--- config.mk ---
export PLATFORM = sky130hd
export DESIGN_NAME = c_string_literal_escaper
export DESIGN_NICKNAME = d
export VERILOG_FILES = /design/src/hdl/c_sle_pkg.sv /design/src/hdl/c_string_literal_escaper.sv
export SDC_FILE = /design/constraint.sdc
export NUM_CORES = 1
export LEC_CHECK = 0
export BUFFER_PORTS_ARGS = -buffer_cell sky130_fd_sc_hd__buf_2
export CORE_MARGIN = 1
export CORE_UTILIZATION = 63
export DETAILED_ROUTE_END_ITERATION = 12
export GPL_TIMING_DRIVEN = 0
export PLACE_DENSITY = 0.95
export SLEW_MARGIN = 40
export SYNTH_ARGS = -nofsm -noshare
export SYNTH_HDL_FRONTEND = slang
export SYNTH_SLANG_ARGS = --single-unit
--- constraint.sdc ---
create_clock -name clk_i -period 4.5 [get_ports clk_i]
set_input_delay 0 -clock clk_i [delete_from_list [all_inputs] [get_ports clk_i]]
set_output_delay 0 -clock clk_i [all_outputs]
set_load 0.005 [all_outputs]
--- src/hdl/c_sle_pkg.sv ---
`timescale 1ns / 1ps

package c_sle_pkg;

  typedef enum logic [1:0] {
    CmdBegin = 2'd0,
    CmdData  = 2'd1,
    CmdEnd   = 2'd2
  } cmd_e;

  typedef enum logic [1:0] {
    QuoteNone   = 2'd0,
    QuoteSingle = 2'd1,
    QuoteDouble = 2'd2
  } quote_e;

  localparam logic [1:0] CfgQuoteKind       = 2'd0;
  localparam logic [1:0] CfgDoubleBackslash = 2'd1;
  localparam logic [1:0] CfgHexUpper        = 2'd2;

  localparam logic [7:0] ChBackslash = 8'h5C;
  localparam logic [7:0] ChQuestion  = 8'h3F;
  localparam logic [7:0] ChSingleQ   = 8'h27;
  localparam logic [7:0] ChDoubleQ   = 8'h22;
  localparam logic [7:0] ChLowerX    = 8'h78;
  localparam logic [7:0] ChDelete    = 8'h7F;
  localparam logic [7:0] ChLastCtrl  = 8'h1F;

  function automatic logic [7:0] hex_char(input logic [3:0] v, input logic upper);
    logic [7:0] base;
    base = upper ? 8'h41 : 8'h61;
    if (v < 4'd10) begin
      hex_char = 8'h30 + {4'd0, v};
    end else begin
      hex_char = base + {4'd0, v} - 8'd10;
    end
  endfunction

endpackage

--- src/hdl/c_string_literal_escaper.sv ---
`timescale 1ns / 1ps

// Channel  Handshake                Payload
// input    in_valid_i / in_ready_o  cmd_i, in_byte_i
// output   out_valid_o / out_ready_i out_byte_o, last_o
// config   cfg_we_i                 cfg_index_i, cfg_data_i
//
// An item is encoded in the cycle it is accepted; its zero to four characters
// sit in a result register read out by an index, one character per cycle
// while out_ready_i is high. A new item is taken in the same cycle the last
// character of the previous one leaves, so plain bytes flow at one item per
// cycle while the output is ready. Reset restores the default registers and
// closes any nested quote; a stalled output simply holds the input off.

module c_string_literal_escaper (
  input  logic                clk_i,
  input  logic                rst_ni,
  input  logic                in_valid_i,
  output logic                in_ready_o,
  input  logic [1:0]          cmd_i,
  input  logic [7:0]          in_byte_i,
  output logic                out_valid_o,
  input  logic                out_ready_i,
  output logic [7:0]          out_byte_o,
  output logic                last_o,
  input  logic                cfg_we_i,
  input  logic [1:0]          cfg_index_i,
  input  logic [1:0]          cfg_data_i
);
  import c_sle_pkg::*;

  logic [1:0] quote_kind_q;
  logic       dbl_bs_q;
  logic       hex_upper_q;
  logic [1:0] nested_q, nested_d;

  logic       buf_valid_q;
  logic [7:0] seq_q [4];
  logic [1:0] cnt_q;
  logic [1:0] idx_q;

  logic [7:0] seq_d [4];
  logic [1:0] cnt_d;
  logic       emit_d;
  logic [7:0] q_char;
  logic       has_q;
  logic       in_acc;
  logic       out_done;
  logic [1:0] kind;

  always_comb begin
    unique case (quote_kind_q)
      QuoteSingle: q_char = ChSingleQ;
      QuoteDouble: q_char = ChDoubleQ;
      default:     q_char = 8'h00;
    endcase
    has_q = (q_char != 8'h00);
  end

  always_comb begin
    seq_d[0] = in_byte_i;
    seq_d[1] = 8'h00;
    seq_d[2] = 8'h00;
    seq_d[3] = 8'h00;
    cnt_d    = 2'd0;
    emit_d   = 1'b0;
    nested_d = nested_q;
    kind     = (in_byte_i == ChSingleQ) ? QuoteSingle : QuoteDouble;
    unique case (cmd_e'(cmd_i))
      CmdBegin: begin
        nested_d = QuoteNone;
        emit_d   = has_q;
        seq_d[0] = q_char;
      end
      CmdEnd: begin
        emit_d   = has_q;
        seq_d[0] = q_char;
      end
      CmdData: begin
        emit_d   = 1'b1;
        seq_d[0] = ChBackslash;
        cnt_d    = 2'd1;
        priority case (in_byte_i)
          8'h07: seq_d[1] = 8'h61;
          8'h08: seq_d[1] = 8'h62;
          8'h0C: seq_d[1] = 8'h66;
          8'h0A: seq_d[1] = 8'h6E;
          8'h0D: seq_d[1] = 8'h72;
          8'h09: seq_d[1] = 8'h74;
          8'h0B: seq_d[1] = 8'h76;
          ChQuestion: seq_d[1] = ChQuestion;
          ChBackslash: begin
            if (nested_q == QuoteNone && !dbl_bs_q) begin
              cnt_d = 2'd0;
            end else begin
              seq_d[1] = ChBackslash;
            end
          end
          ChSingleQ, ChDoubleQ: begin
            if (in_byte_i == q_char) begin
              seq_d[1] = in_byte_i;
            end else begin
              seq_d[0] = in_byte_i;
              cnt_d    = 2'd0;
            end
            if (nested_q == QuoteNone) begin
              nested_d = kind;
            end else if (nested_q == kind) begin
              nested_d = QuoteNone;
            end
          end
          default: begin
            if (in_byte_i <= ChLastCtrl || in_byte_i == ChDelete) begin
              seq_d[1] = ChLowerX;
              seq_d[2] = hex_char(in_byte_i[7:4], hex_upper_q);
              seq_d[3] = hex_char(in_byte_i[3:0], hex_upper_q);
              cnt_d    = 2'd3;
            end else begin
              seq_d[0] = in_byte_i;
              cnt_d    = 2'd0;
            end
          end
        endcase
      end
      default: begin
        emit_d = 1'b0;
      end
    endcase
  end

  assign out_done    = buf_valid_q && out_ready_i && (idx_q == cnt_q);
  assign in_ready_o  = !buf_valid_q || out_done;
  assign in_acc      = in_valid_i && in_ready_o;
  assign out_valid_o = buf_valid_q;
  assign out_byte_o  = seq_q[idx_q];
  assign last_o      = (idx_q == cnt_q);

  always_ff @(posedge clk_i or negedge rst_ni) begin
    if (!rst_ni) begin
      quote_kind_q <= QuoteDouble;
      dbl_bs_q     <= 1'b0;
      hex_upper_q  <= 1'b0;
      nested_q     <= QuoteNone;
      buf_valid_q  <= 1'b0;
      idx_q        <= 2'd0;
      cnt_q        <= 2'd0;
    end else begin
      if (cfg_we_i) begin
        unique case (cfg_index_i)
          CfgQuoteKind:       quote_kind_q <= cfg_data_i;
          CfgDoubleBackslash: dbl_bs_q     <= cfg_data_i[0];
          CfgHexUpper:        hex_upper_q  <= cfg_data_i[0];
          default:            ;
        endcase
      end
      if (in_acc) begin
        nested_q    <= nested_d;
        buf_valid_q <= emit_d;
        cnt_q       <= cnt_d;
        idx_q       <= 2'd0;
      end else if (buf_valid_q && out_ready_i) begin
        if (idx_q == cnt_q) begin
          buf_valid_q <= 1'b0;
        end else begin
          idx_q <= idx_q + 2'd1;
        end
      end
    end
  end

  always_ff @(posedge clk_i) begin
    if (in_acc) begin
      seq_q <= seq_d;
    end
  end

endmodule
==> results, run 1 <==
- The final cycle utilization of the critical path is 0.543.
- The category of the most critical setup path is register to register.
- The number of global-route vias before repair was 1880.
- The floorplan step set the die width to 66.2 um.
- The async set-or-reset flop fraction in the synthesized netlist is 0.268.
- The final layout contains routed wiring with a total length of 5860 um.
- Setup repair after global routing left no endpoint under its margin.
- The count of final hold-check violations was 0.
- STA classifies the critical path endpoint as a register.
- The CTS clock-pin slew for the worst setup and hold paths is 70 ps.
- 0 antenna diodes ended up in the layout.
- The worst hold path belongs to the class primary input to register.
- The residual DRC count is 0.
- In this run the static leakage power is 1.19 nW.
- In the global route stage, overall resource usage came out at 0.294.
- The area added between synthesis and finish is 13.2%.
- Synthesis instantiated 66 different standard cells from the library.
- The number of synthesized register bits is 41.
- The most common flop cell mapped by yosys is edfxtp_1.
- The placeable core region is about 3800 sq um.
- The floorplan has 22 rows.
- The share of total power dissipated in the clock network is 0.222.
- The signal on the critical path passes through buf_6 > xor2_1 > o31ai_4 > nand2_2 > inv_2 > nand3_1 > or4_1 > o21ai_0.
- The worst-case vdd ir drop is 0.155 mV.
- The die covers ~4400 sq um.
- The number of cells in the finished layout apart from fillers is 319.
- For the final routed database, the setup TNS stands at 0 ps.
- In the final design database the tool counted 300 nets.
- The remaining number of nets flagged by the antenna check after routing is 0.
- For the pin with the worst max-slew slack, the measured transition is about 670 ps.
- The worst hold path passes through 4 cells.
- Of the total power, the share spent switching nets is 0.292.
- The worst-case reg-to-reg path depth is 8.
- The die span in y is around 66 um.
- The cell area that synthesis handed to floorplanning was about 2600 sq um.
- Setup violations remaining at the end of the flow were counted as 0.
- The clock buffer count from CTS is 5.
- The clock root buffer is clkbuf_8.
- The later pin in the worst-skew pair is clocked with a latency of 290 ps.
- Of the cells placed in the final design, the portion with a size suffix greater than 1 is 0.251.
- The count of placed standard cells including taps is approximately 310.
- Between clock sinks in the finished design, the worst skew comes to around 3.6 ps.
- The flow ran to the end, and the final reports show no timing, DRC or antenna violations.
- Measured against its own limit, the worst slew margin works out to 0.554.
- CTS built an H-tree with a depth of 2.
- In this design, the stage delay of the slowest critical-path cell is 510 ps.
- In this run the count of I/O pins placed on the die edge is 30.
- Entering global routing, the biggest net connects 33 pins.
- Of the total power, registers draw 0.490.
- Dividing the detail-routed wire length by the instance count gives 18.4 um.
- The highest fanout seen on the critical path is 32.
- Data on the critical path arrives at its endpoint at ~2700 ps.
- The final period demand of the worst path is 2450 ps.
- The effective utilization at floorplan is 0.683.
- The data required time of the critical path is 4710 ps.
- The number of instances in the synthesized netlist is 227.
- The internal power consumption is 0.706 mW.
- At the end of the flow the core is filled with cells to 0.773.
- The total number of clock tree sinks is approximately 40.
- The largest individual stage delay along the critical path comes from the cell inv_2.
- The total power per unit cell area is 340 nW/um^2.
- The total number of vias is 2085.
- For this run, the top clock speed supported by timing is 0.409 GHz.
- The post-CTS setup buffer count is 0.
- The combinational share of power is 0.288.
- The port buffer count is 29.
- The number of antenna violations at the first check in global routing is 0.
- For this run, the register share of the synthesized area comes to 0.454.
- The congestion estimate from routability-driven global placement came to 0.938.
- The number of search-and-repair iterations in the first detailed-routing pass is 5.
- The number of enable flip-flop cells after synthesis is 30.
- The remaining global-route overflow is 0.
- After the first detailed-routing iteration, the DRC count stood at roughly 200.
- The TritonCTS clock tree is done.
- The count of final max-slew check failures is 0.
- The ratio of routed vias to standard cells is approximately 6.5.
- The first global-routing pass estimated 9270 um of wire.
- The placed wire-length estimate after detailed placement is approximately 4200 um.
- The largest buffer count on any clock path is 2.
- The type of origin of the critical path is a register.
- The number of warnings printed during yosys synthesis is 0.
- Averaged over all synthesized cells, the footprint is 11.4 sq um.
- The switching power of the nets is 0.291 mW.
- The number of maximum-capacitance violations is 0.
## final timing paths
kind                                      start                           to  slack [ps]
max                        idx_q[1]$_DFFE_PN0P_      nested_q[1]$_DFFE_PN0P_        2050
min                              cfg_index_i[0]  quote_kind_q[1]$_DFFE_PN1P_           3
max reg2reg                idx_q[1]$_DFFE_PN0P_      nested_q[1]$_DFFE_PN0P_        2050
min reg2reg                cnt_q[1]$_DFFE_PN0P_         cnt_q[1]$_DFFE_PN0P_         520
max in group asynchronous                rst_ni  quote_kind_q[1]$_DFFE_PN1P_        4140
min in group asynchronous                rst_ni         idx_q[1]$_DFFE_PN0P_         100
## placed cells by master (no fill, tap or decap), types with 7 or more instances in the layout
cell type / Yosys / layout
a21oi_1: 18 / 18
mux4_2: 7 / 7
edfxtp_1: 30 / 30
inv_1: 10 / 10
dfrtp_1: 10 / 10
o21ai_0: 12 / 12
ha_1: 11 / 11
nand3_1: 7 / 7
buf_2: 1 / 30
nor2_1: 13 / 13
nand2_1: 9 / 9
## registers in the layout, indices dropped and copies added, names as in the netlist
name	count
cnt_q	2
dbl_bs_q	1
hex_upper_q	1
idx_q	2
nested_q	2
out_valid_o	1
quote_kind_q	2
seq_q	30
## worst max-delay path, delay by kind of cell (launching register included)
kind / cells / cell delay (ps)
compound gates: 2 / 370
simple gates: 3 / 780
buf+inv: 2 / 660
xor+xnor: 1 / 170
flops: 1 / 380
## power groups by stage
stage	logic [mW]	clock network [mW]	registers, mW
final	0.287	0.222	0.488
after global routing	0.311	0.239	0.493
after CTS	0.283	0.225	0.488
after detailed placement	0.276	0	0.496
after global placement	0.267	0	0.492
after floorplan	0.191	0	0.488
## through the flow
step	hold slack, ps	worst slack (ps)	area (sq um)	power, mW
final	3.03	2050	2940	0.997
after global routing	15.8	1920	2940	1.04
after CTS	2.50	2100	2940	0.997
after detailed placement	-118	2120	2810	0.772
after global placement	-124	2160	2810	0.759
after floorplan	-296	2320	2600	0.679
## kinds of logic (layout without fill, tap and decap cells)
kind of cell / count (synthesis) / after routing / synth area share
adder cells (fa/ha/maj): 11 / 11 / 0.0531
other: 1 / 3 / 0.00145
AO/OA/AOI/OAI: 59 / 59 / 0.161
AND/OR/NAND/NOR: 72 / 72 / 0.169
buffers and inverters: 22 / 64 / 0.0453
multiplexers: 17 / 17 / 0.103
flip-flops: 41 / 41 / 0.454
XOR/XNOR: 4 / 4 / 0.0135
## Yosys cell counts, types with 3 or more instances
| cell type | n | share of area |
|---|---|---|
| a211oi_1 | 4 | 0.012 |
| nand2_1 | 9 | 0.013 |
| buf_4 | 3 | 0.0087 |
| ha_1 | 11 | 0.053 |
| inv_1 | 10 | 0.014 |
| a21oi_1 | 18 | 0.035 |
| nor3_1 | 5 | 0.0096 |
| or3_1 | 4 | 0.0096 |
| clkbuf_1 | 3 | 0.0043 |
| mux2i_1 | 5 | 0.019 |
| o21ai_0 | 12 | 0.023 |
| a21o_1 | 3 | 0.0087 |
| edfxtp_1 | 30 | 0.35 |
| mux2_2 | 4 | 0.017 |
| nor2b_1 | 4 | 0.0096 |
| and2_1 | 3 | 0.0072 |
| nor2_1 | 13 | 0.019 |
| mux4_2 | 7 | 0.061 |
| dfrtp_1 | 10 | 0.096 |
| buf_6 | 3 | 0.013 |
| nand3_1 | 7 | 0.014 |
| nand3b_1 | 4 | 0.012 |
## layer usage
layer,GRT usage,wire length (um),vias up
li1,-,-,945
met1,0.387,2350,982
met2,0.473,2790,140
met3,0.0603,525,18
met4,0.122,197,0
met5,0,0,-
## cell type report
type	instances	area (sq um)
multi-input combinational	166	1310
sequential	41	1180
fill	227	862
timing repair buffer	34	195
clock buffer	7	76.3
buffer	11	76.3
tap	48	60.1
inverter	11	41.3
clock inverter	1	3.75
## timing repair
item,4_1_cts,5_1_grt
hold buffers,5,0
endpoints found under the hold margin,17,0
gates resized for setup,0,0
No activity file was read; power rests on OpenSTA's default activity.
==> inputs of run 2 (changes only) <==
CORE_UTILIZATION = 53   (was 63)
PLACE_DENSITY = 0.87   (was 0.95)
clock period = 2 ns   (was 4.5 ns; I/O delays follow)
==> results, run 2 (synthesized netlist as in run 1, its figures left out) <==
- The antenna diode count is 0 (unchanged).
- The cell area after placement was 2850 sq um (+1.5%).
- The data required time of the critical path came to 2050 ps (-2660 ps).
- The worst clock skew was 7.98 ps (+4.39 ps).
- The number of primary I/O pins is 30 (unchanged).
- The CTS clock-pin slew for the worst setup and hold paths is 80 ps (about the same).
- The number of global-route vias before repair is 2039 (+8.5%).
- The transition time at the pin with the least slew margin is 697 ps (+29.2 ps).
- STA classifies the critical path endpoint as a register.
- Setup repair after global routing could not meet its margin everywhere.
- The effective utilization at floorplan is 0.549 (-0.134).
- The worst-case vdd ir drop is 0.353 mV (+130%).
- The final instance area is 3150 sq um (+7.2%).
- The area added between synthesis and finish is 21.4%.
- The setup slack of the critical path after layout is -252 ps (-2310 ps).
- The clock root buffer is clkbuf_8.
- The signal on the critical path passes through inv_2 > ha_4 > or3b_4 > a221oi_4 > buf_4 > o21ai_1 > a21oi_2 > nor2_1.
- The total number of vias came to 2095 (+0.48%).
- The port buffer count is 29 (unchanged).
- The total wire length is 6000 um (+2.4%).
- The number of cell rows is 25 (+14%).
- The run finished, with violations left.
- The library cells used most frequently in the layout, excluding fill and tap cells, are buf_2 (31), edfxtp_1 (30), a21oi_1 (15).
- The flip-flop count of the largest register after layout is 30 (unchanged).
- The worst-case headroom to the max-slew limit is 0.534 (-0.0195).
- The final period demand of the worst path came to 2250 ps (-194 ps).
- The final estimated routing congestion in global placement is 0.985 (+5.0%).
- The final reports fail on setup timing.
- The DRC marker count from the first detailed-route iteration is 160 (-21%).
- The fraction of final layout cells with drive strength greater than 1 was 0.336 (+0.0848).
- The total power per unit cell area came to 743 nW/um^2 (+120%).
- TritonCTS built the clock tree.
- The final total power came to 2.34 mW (+130%).
- The count of final max-slew check failures came to 0 (unchanged).
- The die span in y is 72.0 um (+8.8%).
- The setup TNS after final layout is -2640 ps (-2640 ps).
- The leading cell type in the layout, fill and taps excluded is buf_2.
- The achievable frequency came to 0.444 GHz (+8.6%).
- The cell with the biggest individual delay on the critical path is dfstp_2.
- The worst min-delay path category is primary input to register.
- The worst setup path is launched from a register.
- The final cycle utilization of the critical path is 1.13 (+0.582).
- The all-layer global routing usage is 0.251 (-0.0430).
- The total number of clock tree sinks is 41 (unchanged).
- The detail-routed net length per standard cell came to 17.3 um (-5.9%).
- The standby leakage power is 1.28 nW (+7.7%).
- The number of antenna violations at the first check in global routing is 0 (unchanged).
- The width of the die is 72.0 um (+8.8%).
- The delay of the slowest cell on the worst path is 530 ps (+20 ps).
- The clock buffer count from CTS is 5 (unchanged).
- The placeable core region was 4720 sq um (+24%).
- The setup-violating endpoint count in the final report was 12 (+12).
- The post-placement worst setup slack is -332 ps (-2460 ps).
- The residual DRC count is 0 (unchanged).
- The worst setup path is of the register to register kind.
- The overall die area is 5180 sq um (+18%).
- The wire length of the first global-routing pass is 9650 um (+4.2%).
- The data arrival time of the critical path is 2300 ps (-360 ps).
- The number of maximum-capacitance violations is 0 (unchanged).
- The ratio of routed vias to standard cells is 6.04 (-7.6%).
- The highest fanout seen on the critical path came to 3 (-91%).
- The count of final hold-check violations is 0 (unchanged).
- The number of search-and-repair iterations in the first detailed-routing pass is 5 (unchanged).
- The remaining number of nets flagged by the antenna check after routing is 0 (unchanged).
- The number of nets in the final layout is 309 (+3.0%).
- The largest buffer count on any clock path was 2 (unchanged).
- The register with the most flip-flops is seq_q.
- The final hold slack is 5.37 ps (+2.34 ps).
- The clock latency of the later-clocked register in the worst-skew pair is 300 ps (about the same).
- The maximum level of the CTS H-tree is 2 (unchanged).
- The placed wire-length estimate after detailed placement came to 4110 um (-3.2%).
- The maximum number of pins on one net before global-route repair is 17 (-48%).
- The remaining global-route overflow came to 0 (unchanged).
run 2: per-layer routing:
| metal | GRT usage | vias to the layer above | part of all wire |
|---|---|---|---|
| li1 | - | 969 | - |
| met1 | 0.303 | 997 | 0.40 |
| met2 | 0.400 | 100 | 0.48 |
| met3 | 0.0528 | 29 | 0.066 |
| met4 | 0.185 | 0 | 0.058 |
| met5 | 0 | - | 0 |
run 2: worst max-delay path: cells and delay by family, from the launching register on:
family	cells	cell delay [ps]
DFF	1	530
adders and majority gates	1	250
buffers and inverters	2	210
AOI/OAI and AO/OA	3	570
and+or+nand+nor	2	460
run 2: worst paths after layout:
path                                             start                     endpoint  slack (ps)  cells after the start
max in group asynchronous                       rst_ni  quote_kind_q[1]$_DFFE_PN1P_        1600                      2
min in group asynchronous                       rst_ni      nested_q[1]$_DFFE_PN0P_         120                      2
setup / recovery           quote_kind_q[1]$_DFFE_PN1P_          seq_q[29]$_DFFE_PP_        -250                      8
setup reg to reg           quote_kind_q[1]$_DFFE_PN1P_          seq_q[29]$_DFFE_PP_        -250                      8
hold / removal                             out_ready_i         idx_q[1]$_DFFE_PN0P_           5                      3
hold reg to reg                   cnt_q[1]$_DFFE_PN0P_         cnt_q[1]$_DFFE_PN0P_         520                      2
run 2: final cells by class:
class / count / area (sq um)
timing repair buffer: 42 / 259
fill: 356 / 1580
clock inverter: 3 / 17.5
sequential: 41 / 1180
tap: 67 / 83.8
buffer: 11 / 77.6
timing repair inverter: 1 / 6.26
multi-input combinational: 166 / 1400
inverter: 11 / 53.8
clock buffer: 5 / 68.8
run 2: report_power, final:
group,switching (mW),internal [mW]
Clock,0.286,0.241
Sequential,0.0478,1.05
Combinational,0.366,0.350
run 2: repair_timing:
| action | 4_1_cts | 5_1_grt |
|---|---|---|
| pin swaps | 8 | 12 |
| endpoints found under the hold margin | 17 | 0 |
| endpoints found under the setup margin | 19 | 26 |
| gates cloned | 1 | 0 |
| hold buffers | 5 | 0 |
| gates resized for setup | 8 | 16 |
| setup buffers | 5 | 3 |
run 2: metrics by stage:
step                      utilization  std cells
final                           0.666        347
after global routing            0.666        347
after CTS                       0.650        344
after detailed placement        0.603        325
after global placement          0.603        325
after floorplan                     -        229
